$ cat config.mk
export PLATFORM = sky130hd
export DESIGN_NAME = substring_contains_matcher_top_flat
export DESIGN_NICKNAME = d
export VERILOG_FILES = /design/src/rtl/core/scm_pkg.sv /design/src/rtl/core/scm_channel_if.sv /design/src/rtl/core/substring_contains_matcher_top.sv /design/src/rtl/core/scm_compare.sv /design/src/rtl/core/scm_tracker.sv /design/src/flat_wrapper.sv
export VERILOG_INCLUDE_DIRS = /design/src /design/src/rtl/core
export SDC_FILE = /design/constraint.sdc
export NUM_CORES = 2
export LEC_CHECK = 0
export ABC_AREA = 1
export BUFFER_PORTS_ARGS = -buffer_cell sky130_fd_sc_hd__buf_2
export CAP_MARGIN = 25
export CELL_PAD_IN_SITES_DETAIL_PLACEMENT = 0
export CELL_PAD_IN_SITES_GLOBAL_PLACEMENT = 1
export CORE_ASPECT_RATIO = 0.75
export CORE_MARGIN = 3
export CORE_UTILIZATION = 47
export DETAILED_ROUTE_END_ITERATION = 8
export HOLD_SLACK_MARGIN = 0.15
export PLACE_DENSITY = 0.93
export SKIP_LAST_GASP = 1
export SYNTH_ARGS = -nofsm -noshare
export SYNTH_HDL_FRONTEND = slang
export SYNTH_SLANG_ARGS = --single-unit
$ cat constraint.sdc
create_clock -name clk -period 9.4 [get_ports clk]
set_clock_uncertainty 0.1 [all_clocks]
set_input_delay 0.47 -clock clk [delete_from_list [all_inputs] [get_ports clk]]
set_output_delay 0.47 -clock clk [all_outputs]
set_load 0.01 [all_outputs]
$ cat src/rtl/core/substring_contains_matcher_top_defines.svh
// Assertion helpers shared by the matcher modules.
// Each expects clk and rst_n in scope.
`ifndef SUBSTRING_CONTAINS_MATCHER_TOP_DEFINES_SVH
`define SUBSTRING_CONTAINS_MATCHER_TOP_DEFINES_SVH

// Same-cycle implication.
`define SCM_ASSERT_IMPLY(label, ante, cons, msg) \
    label: assert property (@(posedge clk) disable iff (!rst_n) (ante) |-> (cons)) \
        else $error(msg);

// Next-cycle implication.
`define SCM_ASSERT_NEXT(label, ante, cons, msg) \
    label: assert property (@(posedge clk) disable iff (!rst_n) (ante) |=> (cons)) \
        else $error(msg);

`endif

$ cat src/rtl/core/scm_pkg.sv
package scm_pkg;

    localparam int NEEDLE_MAX_DEF = 32;
    localparam int BYTE_W         = 8;
    localparam int CFG_W          = 64;
    localparam int NEEDLE_WORDS   = 4;
    localparam int NEEDLE_W       = NEEDLE_WORDS * CFG_W;
    localparam int LEN_W          = 6;
    localparam int CFG_IDX_W      = 3;

    typedef enum logic [CFG_IDX_W-1:0] {
        REG_NEEDLE_0_7,
        REG_NEEDLE_8_15,
        REG_NEEDLE_16_23,
        REG_NEEDLE_24_31,
        REG_NEEDLE_LENGTH,
        REG_CASE_SENSITIVE
    } cfg_reg_t;

    // Live configuration seen by the compare logic.
    typedef struct packed {
        logic [NEEDLE_W-1:0] needle;
        logic [LEN_W-1:0]    length;
        logic                case_sensitive;
    } cfg_t;

    // One item leaving the input stage.
    typedef struct packed {
        logic              valid;
        logic [BYTE_W-1:0] text_byte;
        logic              byte_present;
        logic              end_of_string;
    } step_t;

endpackage

$ cat src/rtl/core/scm_channel_if.sv
interface scm_text_if import scm_pkg::*; ();
    logic              valid;
    logic              ready;
    logic [BYTE_W-1:0] text_byte;
    logic              byte_present;
    logic              end_of_string;

    modport source (output valid, output text_byte, output byte_present,
                    output end_of_string, input ready);
    modport sink (input valid, input text_byte, input byte_present,
                  input end_of_string, output ready);
endinterface

interface scm_result_if;
    logic valid;
    logic ready;
    logic found;

    modport source (output valid, output found, input ready);
    modport sink (input valid, input found, output ready);
endinterface

$ cat src/rtl/core/substring_contains_matcher_top.sv
// Substring matcher: streams haystack bytes, one per transaction, and on the
// transaction flagged end_of_string returns one result telling whether the
// configured needle (0 to NEEDLE_MAX bytes, optional ASCII case folding)
// occurred in that string. A transaction with neither a byte nor an end marker
// is absorbed without effect; an empty string is a lone end marker. The block
// takes one transaction per cycle; an end marker passes the stage register
// and then the output register. The parallel compare of the needle against
// the current byte and a shift line of earlier bytes is combinational.
// A result waiting on the output holds back only a further end marker.
// Configuration writes take effect at once and belong between transactions.
`include "substring_contains_matcher_top_defines.svh"

module substring_contains_matcher_top
    import scm_pkg::*;
#(
    parameter int NEEDLE_MAX = NEEDLE_MAX_DEF
) (
    input  logic                 clk,
    input  logic                 rst_n,
    scm_text_if.sink             haystack,
    scm_result_if.source         verdict,
    input  logic                 cfg_we,
    input  logic [CFG_IDX_W-1:0] cfg_index,
    input  logic [CFG_W-1:0]     cfg_data
);

    localparam int WIN_D = (NEEDLE_MAX > 1) ? NEEDLE_MAX - 1 : 1;

    logic [CFG_W-1:0]  needle_reg [NEEDLE_WORDS];
    logic [LEN_W-1:0]  length_reg;
    logic              case_sensitive_reg;
    cfg_t              cfg;

    logic              stage_valid_reg;
    logic [BYTE_W-1:0] stage_byte_reg;
    logic              stage_present_reg;
    logic              stage_last_reg;
    logic              out_valid_reg;
    logic              found_reg;
    logic              found_next;

    logic              out_free;
    logic              advance;
    logic              accept;
    step_t             step;
    logic              hit;
    logic              match_next;
    logic [BYTE_W-1:0] window [WIN_D];
    logic [LEN_W-1:0]  bytes_seen;

    always_ff @(posedge clk or negedge rst_n)
    begin
        if (!rst_n)
        begin
            for (int w = 0; w < NEEDLE_WORDS; w++)
            begin
                needle_reg[w] <= '0;
            end
            length_reg         <= '0;
            case_sensitive_reg <= 1'b1;
        end
        else if (cfg_we)
        begin
            unique case (cfg_reg_t'(cfg_index))
                REG_NEEDLE_0_7:     needle_reg[0]      <= cfg_data;
                REG_NEEDLE_8_15:    needle_reg[1]      <= cfg_data;
                REG_NEEDLE_16_23:   needle_reg[2]      <= cfg_data;
                REG_NEEDLE_24_31:   needle_reg[3]      <= cfg_data;
                REG_NEEDLE_LENGTH:  length_reg         <= cfg_data[LEN_W-1:0];
                REG_CASE_SENSITIVE: case_sensitive_reg <= cfg_data[0];
                default:            ;
            endcase
        end
    end

    always_comb
    begin
        for (int w = 0; w < NEEDLE_WORDS; w++)
        begin
            cfg.needle[w*CFG_W +: CFG_W] = needle_reg[w];
        end
        cfg.length         = length_reg;
        cfg.case_sensitive = case_sensitive_reg;
    end

    // Only an end marker needs the output register; other items always drain.
    assign out_free       = !out_valid_reg || verdict.ready;
    assign advance        = stage_valid_reg && (!stage_last_reg || out_free);
    assign haystack.ready = !stage_valid_reg || advance;
    assign accept         = haystack.valid && haystack.ready;

    always_ff @(posedge clk or negedge rst_n)
    begin
        if (!rst_n)
        begin
            stage_valid_reg <= 1'b0;
        end
        else if (haystack.ready)
        begin
            stage_valid_reg <= haystack.valid;
        end
    end

    always_ff @(posedge clk)
    begin
        if (accept)
        begin
            stage_byte_reg    <= haystack.text_byte;
            stage_present_reg <= haystack.byte_present;
            stage_last_reg    <= haystack.end_of_string;
        end
    end

    always_comb
    begin
        step.valid         = advance;
        step.text_byte     = stage_byte_reg;
        step.byte_present  = stage_present_reg;
        step.end_of_string = stage_last_reg;
    end

    scm_compare #(
        .NEEDLE_MAX (NEEDLE_MAX)
    ) u_compare (
        .cfg        (cfg),
        .cur_byte   (stage_byte_reg),
        .window     (window),
        .bytes_seen (bytes_seen),
        .hit        (hit)
    );

    scm_tracker #(
        .NEEDLE_MAX (NEEDLE_MAX)
    ) u_tracker (
        .clk        (clk),
        .rst_n      (rst_n),
        .step       (step),
        .hit        (hit),
        .window     (window),
        .bytes_seen (bytes_seen),
        .match_next (match_next)
    );

    assign found_next = match_next || (length_reg == '0);

    always_ff @(posedge clk or negedge rst_n)
    begin
        if (!rst_n)
        begin
            out_valid_reg <= 1'b0;
        end
        else if (advance && stage_last_reg)
        begin
            out_valid_reg <= 1'b1;
        end
        else if (verdict.ready)
        begin
            out_valid_reg <= 1'b0;
        end
    end

    always_ff @(posedge clk)
    begin
        if (advance && stage_last_reg)
        begin
            found_reg <= found_next;
        end
    end

    assign verdict.valid = out_valid_reg;
    assign verdict.found = found_reg;

    `SCM_ASSERT_NEXT(a_end_waits,
        stage_valid_reg && stage_last_reg && out_valid_reg && !verdict.ready,
        stage_valid_reg && stage_last_reg, "end marker dropped while output busy")
    `SCM_ASSERT_NEXT(a_empty_needle_found,
        advance && stage_last_reg && length_reg == '0,
        out_valid_reg && found_reg, "empty needle did not report found")
    `SCM_ASSERT_IMPLY(a_result_from_end, $rose(out_valid_reg),
        $past(advance && stage_last_reg), "result without an end marker")

endmodule

$ cat src/rtl/core/scm_compare.sv
module scm_compare
    import scm_pkg::*;
#(
    parameter int NEEDLE_MAX = NEEDLE_MAX_DEF
) (
    input  cfg_t              cfg,
    input  logic [BYTE_W-1:0] cur_byte,
    input  logic [BYTE_W-1:0] window [(NEEDLE_MAX > 1) ? NEEDLE_MAX - 1 : 1],
    input  logic [LEN_W-1:0]  bytes_seen,
    output logic              hit
);

    localparam int IDX_W = (NEEDLE_MAX > 1) ? $clog2(NEEDLE_MAX) : 1;
    localparam logic [BYTE_W-1:0] CHAR_UPPER_A = 8'h41;
    localparam logic [BYTE_W-1:0] CHAR_UPPER_Z = 8'h5A;
    localparam logic [BYTE_W-1:0] CASE_OFFSET  = 8'h20;

    function automatic logic [BYTE_W-1:0] fold(input logic [BYTE_W-1:0] b,
                                               input logic exact);
        if (!exact && b >= CHAR_UPPER_A && b <= CHAR_UPPER_Z)
        begin
            return b + CASE_OFFSET;
        end
        return b;
    endfunction

    logic [BYTE_W-1:0] hist    [NEEDLE_MAX];
    logic [LEN_W-1:0]  idx     [NEEDLE_MAX];
    logic [BYTE_W-1:0] aligned [NEEDLE_MAX];
    logic [NEEDLE_MAX-1:0] pos_ok;

    // hist is newest first: the current byte, then the stored window.
    always_comb
    begin
        hist[0] = cur_byte;
        for (int j = 1; j < NEEDLE_MAX; j++)
        begin
            hist[j] = window[j-1];
        end
    end

    // Needle byte m lines up with the string byte length-1-m places back.
    always_comb
    begin
        for (int m = 0; m < NEEDLE_MAX; m++)
        begin
            idx[m]     = cfg.length - LEN_W'(m) - LEN_W'(1);
            aligned[m] = fold(hist[idx[m][IDX_W-1:0]], cfg.case_sensitive);
            pos_ok[m]  = (LEN_W'(m) >= cfg.length) ||
                         (aligned[m] == fold(cfg.needle[m*BYTE_W +: BYTE_W],
                                             cfg.case_sensitive));
        end
    end

    always_comb
    begin
        priority if (cfg.length == '0)
        begin
            hit = 1'b1;
        end
        else if (cfg.length > LEN_W'(NEEDLE_MAX))
        begin
            hit = 1'b0;
        end
        else if ((LEN_W+1)'(bytes_seen) + (LEN_W+1)'(1) < (LEN_W+1)'(cfg.length))
        begin
            hit = 1'b0;
        end
        else
        begin
            hit = &pos_ok;
        end
    end

endmodule

$ cat src/rtl/core/scm_tracker.sv
`include "substring_contains_matcher_top_defines.svh"

module scm_tracker
    import scm_pkg::*;
#(
    parameter int NEEDLE_MAX = NEEDLE_MAX_DEF
) (
    input  logic              clk,
    input  logic              rst_n,
    input  step_t             step,
    input  logic              hit,
    output logic [BYTE_W-1:0] window [(NEEDLE_MAX > 1) ? NEEDLE_MAX - 1 : 1],
    output logic [LEN_W-1:0]  bytes_seen,
    output logic              match_next
);

    localparam int WIN_D = (NEEDLE_MAX > 1) ? NEEDLE_MAX - 1 : 1;
    localparam logic [LEN_W-1:0] SEEN_MAX = LEN_W'(NEEDLE_MAX);

    logic [BYTE_W-1:0] window_reg [WIN_D];
    logic [LEN_W-1:0]  bytes_seen_reg;
    logic [LEN_W-1:0]  bytes_seen_next;
    logic              match_seen_reg;
    logic              match_seen_next;
    logic              take_byte;

    assign take_byte = step.valid && step.byte_present;

    always_comb
    begin
        match_next      = match_seen_reg || (take_byte && hit);
        bytes_seen_next = bytes_seen_reg;
        match_seen_next = match_seen_reg;
        if (step.valid)
        begin
            if (step.end_of_string)
            begin
                bytes_seen_next = '0;
                match_seen_next = 1'b0;
            end
            else if (step.byte_present)
            begin
                match_seen_next = match_next;
                if (bytes_seen_reg < SEEN_MAX)
                begin
                    bytes_seen_next = bytes_seen_reg + LEN_W'(1);
                end
            end
        end
    end

    always_ff @(posedge clk or negedge rst_n)
    begin
        if (!rst_n)
        begin
            bytes_seen_reg <= '0;
            match_seen_reg <= 1'b0;
        end
        else
        begin
            bytes_seen_reg <= bytes_seen_next;
            match_seen_reg <= match_seen_next;
        end
    end

    // Shift line of earlier bytes, newest at tap 0.
    always_ff @(posedge clk)
    begin
        if (take_byte)
        begin
            window_reg[0] <= step.text_byte;
            for (int k = 1; k < WIN_D; k++)
            begin
                window_reg[k] <= window_reg[k-1];
            end
        end
    end

    assign window     = window_reg;
    assign bytes_seen = bytes_seen_reg;

    `SCM_ASSERT_IMPLY(a_seen_bounded, 1'b1, bytes_seen_reg <= SEEN_MAX,
        "byte count beyond needle maximum")
    `SCM_ASSERT_NEXT(a_clear_on_end, step.valid && step.end_of_string,
        bytes_seen_reg == '0 && !match_seen_reg, "state not cleared at string end")
    `SCM_ASSERT_NEXT(a_count_advance,
        take_byte && !step.end_of_string && bytes_seen_reg < SEEN_MAX,
        bytes_seen_reg == $past(bytes_seen_reg) + LEN_W'(1), "byte count did not advance")

endmodule
$ cat src/flat_wrapper.sv
// flat-port wrapper written by rule: the top's interface ports become plain ports
module substring_contains_matcher_top_flat import scm_pkg::*;
#(
    parameter int NEEDLE_MAX = NEEDLE_MAX_DEF
)
  (clk, rst_n, cfg_we, cfg_index, cfg_data, haystack_valid, haystack_text_byte, haystack_byte_present, haystack_end_of_string, haystack_ready, verdict_valid, verdict_found, verdict_ready);
  scm_text_if haystack_i ();
  scm_result_if verdict_i ();
  input  logic clk;
  input  logic rst_n;
  input  logic cfg_we;
  input  logic [CFG_IDX_W-1:0] cfg_index;
  input  logic [CFG_W-1:0] cfg_data;
  input wire logic [$bits(haystack_i.valid)-1:0] haystack_valid;
  input wire logic [$bits(haystack_i.text_byte)-1:0] haystack_text_byte;
  input wire logic [$bits(haystack_i.byte_present)-1:0] haystack_byte_present;
  input wire logic [$bits(haystack_i.end_of_string)-1:0] haystack_end_of_string;
  output wire logic [$bits(haystack_i.ready)-1:0] haystack_ready;
  output wire logic [$bits(verdict_i.valid)-1:0] verdict_valid;
  output wire logic [$bits(verdict_i.found)-1:0] verdict_found;
  input wire logic [$bits(verdict_i.ready)-1:0] verdict_ready;
  assign haystack_i.valid = haystack_valid;
  assign haystack_i.text_byte = haystack_text_byte;
  assign haystack_i.byte_present = haystack_byte_present;
  assign haystack_i.end_of_string = haystack_end_of_string;
  assign haystack_ready = haystack_i.ready;
  assign verdict_valid = verdict_i.valid;
  assign verdict_found = verdict_i.found;
  assign verdict_i.ready = verdict_ready;
  substring_contains_matcher_top #(.NEEDLE_MAX(NEEDLE_MAX)) u_core (.clk(clk), .rst_n(rst_n), .haystack(haystack_i), .verdict(verdict_i), .cfg_we(cfg_we), .cfg_index(cfg_index), .cfg_data(cfg_data));
endmodule
**Yosys cells after proc, flatten, opt, wreduce, memory -nomap -nowiden**

Cells that the tools add are included.

- Bits in registers: 531
- Bits of input ports: 82
- Output and inout bits: 3
- Word-level logic and storage cells: 923

- $add $sub $neg: 128
- $lt $le $gt $ge: 195
- Equality and inequality tests: 37
- Mux-type cells: 298
- Bitwise operators: 32
- Reductions and logical operators: 188

Operator list:

| operator | number |
|---|---|
| 8-bit two-way mux | 192 |
| 8-bit binary-select mux with 5-bit select | 32 |
| 8-bit by 6-bit adder with 8-bit output, second input constant | 64 |
| 8-bit by 7-bit greater-or-equal comparator with 1-bit output, second input constant | 64 |
| 8-bit by 7-bit less-or-equal comparator with 1-bit output, second input constant | 64 |
| 8-bit equality test | 32 |
| 6-bit greater-or-equal comparator, second input constant | 32 |
| 5-bit NOT with 6-bit output | 32 |
| 5-bit by 1-bit subtractor with 5-bit output, second input constant | 32 |
| 1-bit logical AND | 133 |
| 5-bit by 6-bit greater-or-equal comparator with 1-bit output, first input constant | 16 |
| 5-bit subtractor, second input constant | 16 |
| 1-bit two-way mux | 71 |
| 4-bit by 6-bit greater-or-equal comparator with 1-bit output, first input constant | 8 |
| 5-bit by 4-bit subtractor with 5-bit output, second input constant | 8 |
| 1-bit logical OR | 37 |
| 32-bit AND reduction | 1 |
| 3-bit by 6-bit greater-or-equal comparator with 1-bit output, first input constant | 4 |
| 5-bit by 3-bit subtractor with 5-bit output, second input constant | 4 |
| 6-bit two-way mux | 3 |
| 2-bit AND reduction | 7 |
| 1-bit by 6-bit greater-or-equal comparator with 1-bit output, first input constant | 2 |
| 2-bit by 6-bit greater-or-equal comparator with 1-bit output, first input constant | 2 |
| 5-bit by 2-bit subtractor with 5-bit output, second input constant | 2 |
| 13 further kinds | 20 |

**Logic depth before layout (Yosys ltp)**

- Word-level depth: 21
- Gate-level depth with buffers: 33
- Gate-level depth less buffers: 29

**By module**

From an unflattened synthesis, not the netlist that was laid out.

- Cell total of the unflattened synthesis: 7528
- Area total of the unflattened synthesis: 47445.5 µm²

Modules (own cells, without submodules):

| module | times used | cells an instance | area each (µm²) | sequential area each (µm²) |
|---|---|---|---|---|
| scm_compare | 1 | 6052 | 28723.8 | 0.0 |
| substring_contains_matcher_top | 1 | 1177 | 10891.7 | 6962.9 |
| scm_tracker | 1 | 299 | 7830.0 | 7622.3 |

**Worst setup path after synthesis**

Ideal clock, no wire load.

- Path kind: input to register
- Start point: input verdict_ready
- End point: register u_core.u_tracker.bytes_seen_reg[3], in the netlist u_core.u_tracker.bytes_seen[3]
- Library setup time: 0.114 ns
- Arrival: 6.672 ns
- Required time: 9.186 ns
- Slack: 2.514 ns
- Stages on the path: 8
- Buffers on the path: 0
- Cell sequence: inv_1 -> nand2_1 -> o21ai_0 -> inv_1 -> nand2_1 -> inv_1 -> nand3_1 -> o22ai_1

- Cells in the longest elaborated chain, start to end: 4

RTL lines:

| item | line | source |
|---|---|---|
| start: declaration | flat_wrapper.sv:21 | `input wire logic [$bits(verdict_i.ready)-1:0] verdict_ready;` |
| 1-bit logical OR | substring_contains_matcher_top.sv:87 | `assign out_free = !out_valid_reg \|\| verdict.ready;` |
| 1-bit logical OR | substring_contains_matcher_top.sv:88 | `assign advance = stage_valid_reg && (!stage_last_reg \|\| out_free);` |
| 1-bit logical AND | substring_contains_matcher_top.sv:88 |  |
| 3-bit AND reduction (no line) | -- |  |
| end signal: assignment | scm_tracker.sv:61 | `bytes_seen_reg <= bytes_seen_next;` |
| end: declaration | scm_tracker.sv:21 | `logic [LEN_W-1:0] bytes_seen_reg;` |

No other way between the ends.
A chain may end at the register's enable or synchronous reset.

**Final worst setup path**

- Start point: register u_core.length_reg[0]
- End point: register u_core.found_reg, in the netlist u_core.verdict.found, data pin

- Cells in the longest elaborated chain, start to end: 20
- Elaborated cells between the ends (all ways): 552
- Those cells by class: add/sub (94); order compare (98); eq/ne (32); mux (195); bitwise (32); reduce/logical (101)

RTL lines:

| item | line | source |
|---|---|---|
| start: declaration | substring_contains_matcher_top.sv:30 | `logic [LEN_W-1:0] length_reg;` |
| start signal: assignment | substring_contains_matcher_top.sv:69 | `REG_NEEDLE_LENGTH: length_reg <= cfg_data[LEN_W-1:0];` |
| 5-bit by 1-bit subtractor with 5-bit output, or another cell as far along | scm_compare.sv:47 | `idx[m] = cfg.length - LEN_W'(m) - LEN_W'(1);` |
| 5-bit by 1-bit subtractor with 5-bit output | scm_compare.sv:47 |  |
| 5-bit NOT with 6-bit output (implied by the code) | scm_compare.sv:48 | `aligned[m] = fold(hist[idx[m][IDX_W-1:0]], cfg.case_sensitive);` |
| 8-bit binary-select mux with 5-bit select | scm_compare.sv:48 |  |
| 8-bit two-way mux (implied by the code) (2 in a row) | scm_compare.sv:48 |  |
| 8-bit by 7-bit greater-or-equal comparator with 1-bit output | scm_compare.sv:20 | `if (!exact && b >= CHAR_UPPER_A && b <= CHAR_UPPER_Z)` |
| 1-bit logical AND (2 in a row) | scm_compare.sv:20 |  |
| 1-bit two-way mux | scm_compare.sv:20 |  |
| [3 not listed] | -- |  |
| 32-bit AND reduction | scm_compare.sv:71 | `hit = &pos_ok;` |
| 1-bit two-way mux | scm_compare.sv:65 | `else if ((LEN_W+1)'(bytes_seen) + (LEN_W+1)'(1) < (LEN_W+1)'(cfg.length))` |
| 1-bit two-way mux | scm_compare.sv:61 | `else if (cfg.length > LEN_W'(NEEDLE_MAX))` |
| 1-bit two-way mux | scm_compare.sv:57 | `priority if (cfg.length == '0)` |
| 1-bit logical AND | scm_tracker.sv:31 | `match_next = match_seen_reg \|\| (take_byte && hit);` |
| 1-bit logical OR | scm_tracker.sv:31 |  |
| 1-bit logical OR * | substring_contains_matcher_top.sv:144 | `assign found_next = match_next \|\| (length_reg == '0);` |
| net u_core.found_next | substring_contains_matcher_top.sv:40 | `logic found_next;` |
| end signal: assignment | substring_contains_matcher_top.sv:166 | `found_reg <= found_next;` |
| end: declaration | substring_contains_matcher_top.sv:39 | `logic found_reg;` |

Mark *: on every way through the listed nets, which the timed path passes. The rest lies on a longest branch. The select of a mux whose other input is x is not followed.

==> out/metrics.csv <==
metric,value,unit
ys_seq_area_frac,0.3202,
path_class,reg -> reg,
hold_viol,0,
multiInputGateArea,27610,µm²
cts_sinks,531,
grt_pass1_wl,315900,µm
nets,7203,
ys_types,53,
max_cap_violations,0,
netlist_area,45550,µm²
timing.fmax,0.1369,GHz
power.density,319.0,nW/µm²
ir_drop,178.0,µV
end_kind,register,
outcome,"complete, no violations",
die-area,100700,µm²
drv_slew,0,
wl_per_cell,26.76,µm
track_usage,0.4306,
antenna_found_initial,8,
yosysWarnings,0,
start_util,0.4763,
seq_area,14600,µm²
avgSynthCellArea,6.427,µm²
fill_cells,9588,
grt_pass1_vias,44624,
core_area,95640,µm²
utilization,0.5143,
m1WireLength,93500,µm
io_buffers,84,
ys_ff_latch,531,
largest_reg_flops,256,
slew_headroom,0.2032,
finalSetupTns,0,ps
drt_wl_total,223100,µm
required,9800,ps
tightest_slew,1183,ps
synthCells,7087,
gp_congestion,1.082,
finalSetupViolations,0,
first_iter_violations,8688,
h-tree-depth,2,
firstDrtPassIters,8,
viasPerCell,6.223,
rsz0062_at_grt,no,
io_pins,85,
syn2layout_area_growth,7.985,%
die_w,365.5,µm
syn-num-nets,7256,
hold_path_class,in -> async,
synthArstFlopShare,0.5122,
synth_edf_count,259,
post-dp-hpwl,175500,µm
root_buffer,clkbuf_16,
rows,98,
clkTransAtPathRegs,80,ps
routed-via-count,51859,
insertion_delay,700,ps
critPathLaunchType,register,
critPathMaxFanout,113,
p_leak,23.15,nW
wl_met3,32350,µm
drc,0,
met2_wirelength,83980,µm
cts_buffers,55,
worstPathArrival,7700,ps
dp.cells,8143,
fin_crit_sh,0.7769,
postRouteAntennaNets,0,
maxUsedRoutingLayer,met5,
drive_above_1_share,0.05114,
synth_ff_type,dfrtp_1,
cts_tree,yes,
gr-total-overflow,0,
fin_crit,7303,ps
die_h,275.6,µm
layoutNonFillerInstCount,8334,
grt_max_degree,184,
cts_max_path_buffers,3,
timing repair:
item	CTS	global route
hold buffers	82	0
hold endpoints to repair	365	0
buffers inserted	0	0
gates resized for setup	0	0
setup endpoints to repair	0	0
kinds of logic (layout without fill, tap and decap cells):
| group | Yosys count | in the layout | share of synthesized area |
|---|---|---|---|
| buf+inv | 817 | 809 | 0.07556 |
| compound gates | 556 | 556 | 0.06763 |
| other cells | 0 | 5 | 0 |
| xor+xnor | 158 | 158 | 0.03368 |
| flops | 531 | 531 | 0.3202 |
| fa+ha+maj | 87 | 87 | 0.02390 |
| simple gates | 4938 | 4938 | 0.4790 |
per-layer routing:
metal,up-vias,GRT usage
met5,-,0.01578
met4,12,0.2142
met3,395,0.1552
met2,3550,0.5644
met1,24064,0.6131
li1,23838,-
layout make-up:
class	count	area share
antenna	5	0.0002544
clock buffer	67	0.02961
clock inverter	35	0.006257
inverter	472	0.03645
multi-input combinational	5739	0.5614
sequential	531	0.2967
tap	1250	0.03180
timing repair buffer	235	0.03754
path summary, 6_finish.rpt:
check	slack [ps]	start	cells after the start	to
setup reg to reg	2100	u_core.length_reg[0]	26	u_core.verdict.found
hold reg to reg	380	u_core.u_tracker.window[88]	0	u_core.u_tracker.window[80]
setup / recovery	2100	u_core.length_reg[0]	26	u_core.verdict.found
max in group asynchronous	6820	rst_n	4	u_core.cfg[19]
min in group clk	380	u_core.u_tracker.window[88]	0	u_core.u_tracker.window[80]
hold / removal	340	rst_n	2	u_core.cfg[39]
worst max-delay path: stages (launching register included):
cell	delay, ps
dfrtp_4	500
inv_6	580
ha_4	750
clkinv_2	950
nand2_1	320
nand2_2	260
inv_1	770
nand3_1	140
nand3_1	150
nand3_1	90
nand3_1	180
nand2_1	180
nor2_1	140
nand3_1	150
nand3_1	200
nand2_1	80
a21oi_1	150
nand3_1	250
nand2_1	130
inv_1	60
nor2_1	110
nand2_1	80
nor2_1	100
nand2_1	240
nand2_1	160
nand2_2	90
nand3_1	100
cell usage in the layout, fill, tap and decap left out, types with 13 or more instances in the layout:
| cell type | instances |
|---|---|
| a21oi_1 | 39 |
| and2_1 | 44 |
| buf_2 | 83 |
| buf_4 | 64 |
| clkbuf_16 | 56 |
| clkinv_1 | 13 |
| dfrtp_1 | 267 |
| dlygate4sd3_1 | 82 |
| edfxtp_1 | 259 |
| ha_1 | 85 |
| inv_1 | 444 |
| inv_2 | 19 |
| nand2_1 | 2243 |
| nand3_1 | 2057 |
| nand3b_1 | 27 |
| nand4_1 | 96 |
| nor2_1 | 353 |
| nor2_2 | 19 |
| nor3_1 | 27 |
| nor4_1 | 32 |
| o211ai_1 | 17 |
| o21ai_0 | 380 |
| o21ai_1 | 37 |
| o21ai_2 | 15 |
| o21bai_1 | 24 |
| or2_2 | 19 |
| xnor2_1 | 42 |
| xor2_1 | 101 |
stage by stage:
stage / setup slack (ps) / hold WS [ps] / total power, mW / area, µm²
floorplan: 2514 / 74.41 / 9.725 / 45550
global placement: 2100 / 360.7 / 12.96 / 46540
detailed placement: 2356 / 367.7 / 13.07 / 46540
CTS: 2299 / 319.3 / 15.35 / 49120
global route: 1710 / 384.3 / 16.66 / 49180
finish: 2097 / 338.3 / 15.69 / 49190
where the power goes:
group | switching, mW | leakage, nW | internal (mW)
Clock | 1.05 | 0.854 | 1.19
Sequential | 0.340 | 5.85 | 2.74
Combinational | 7.58 | 16.5 | 2.79
cell usage after synthesis, types with 17 or more instances:
cell / count / area (µm²)
nand3b_1: 27 / 202.7
dfrtp_1: 271 / 6782
ha_1: 87 / 1089
o21bai_1: 24 / 180.2
o211ai_1: 17 / 127.6
edfxtp_1: 259 / 7777
xnor2_1: 42 / 367.9
nand2_1: 2248 / 8438
and2_1: 44 / 275.3
buf_4: 35 / 262.8
nor2_1: 354 / 1329
clkbuf_1: 125 / 469.2
buf_1: 54 / 202.7
nand4_1: 96 / 600.6
inv_1: 446 / 1674
a21oi_1: 39 / 195.2
o21ai_1: 37 / 185.2
inv_2: 21 / 78.83
or2_2: 19 / 118.9
nor4_1: 32 / 200.2
buf_2: 119 / 595.6
o21ai_0: 380 / 1902
nor3_1: 27 / 135.1
nand3_1: 2059 / 10300
nor2_2: 19 / 118.9
xor2_1: 102 / 893.4
Power figures use the tool's default switching activity.
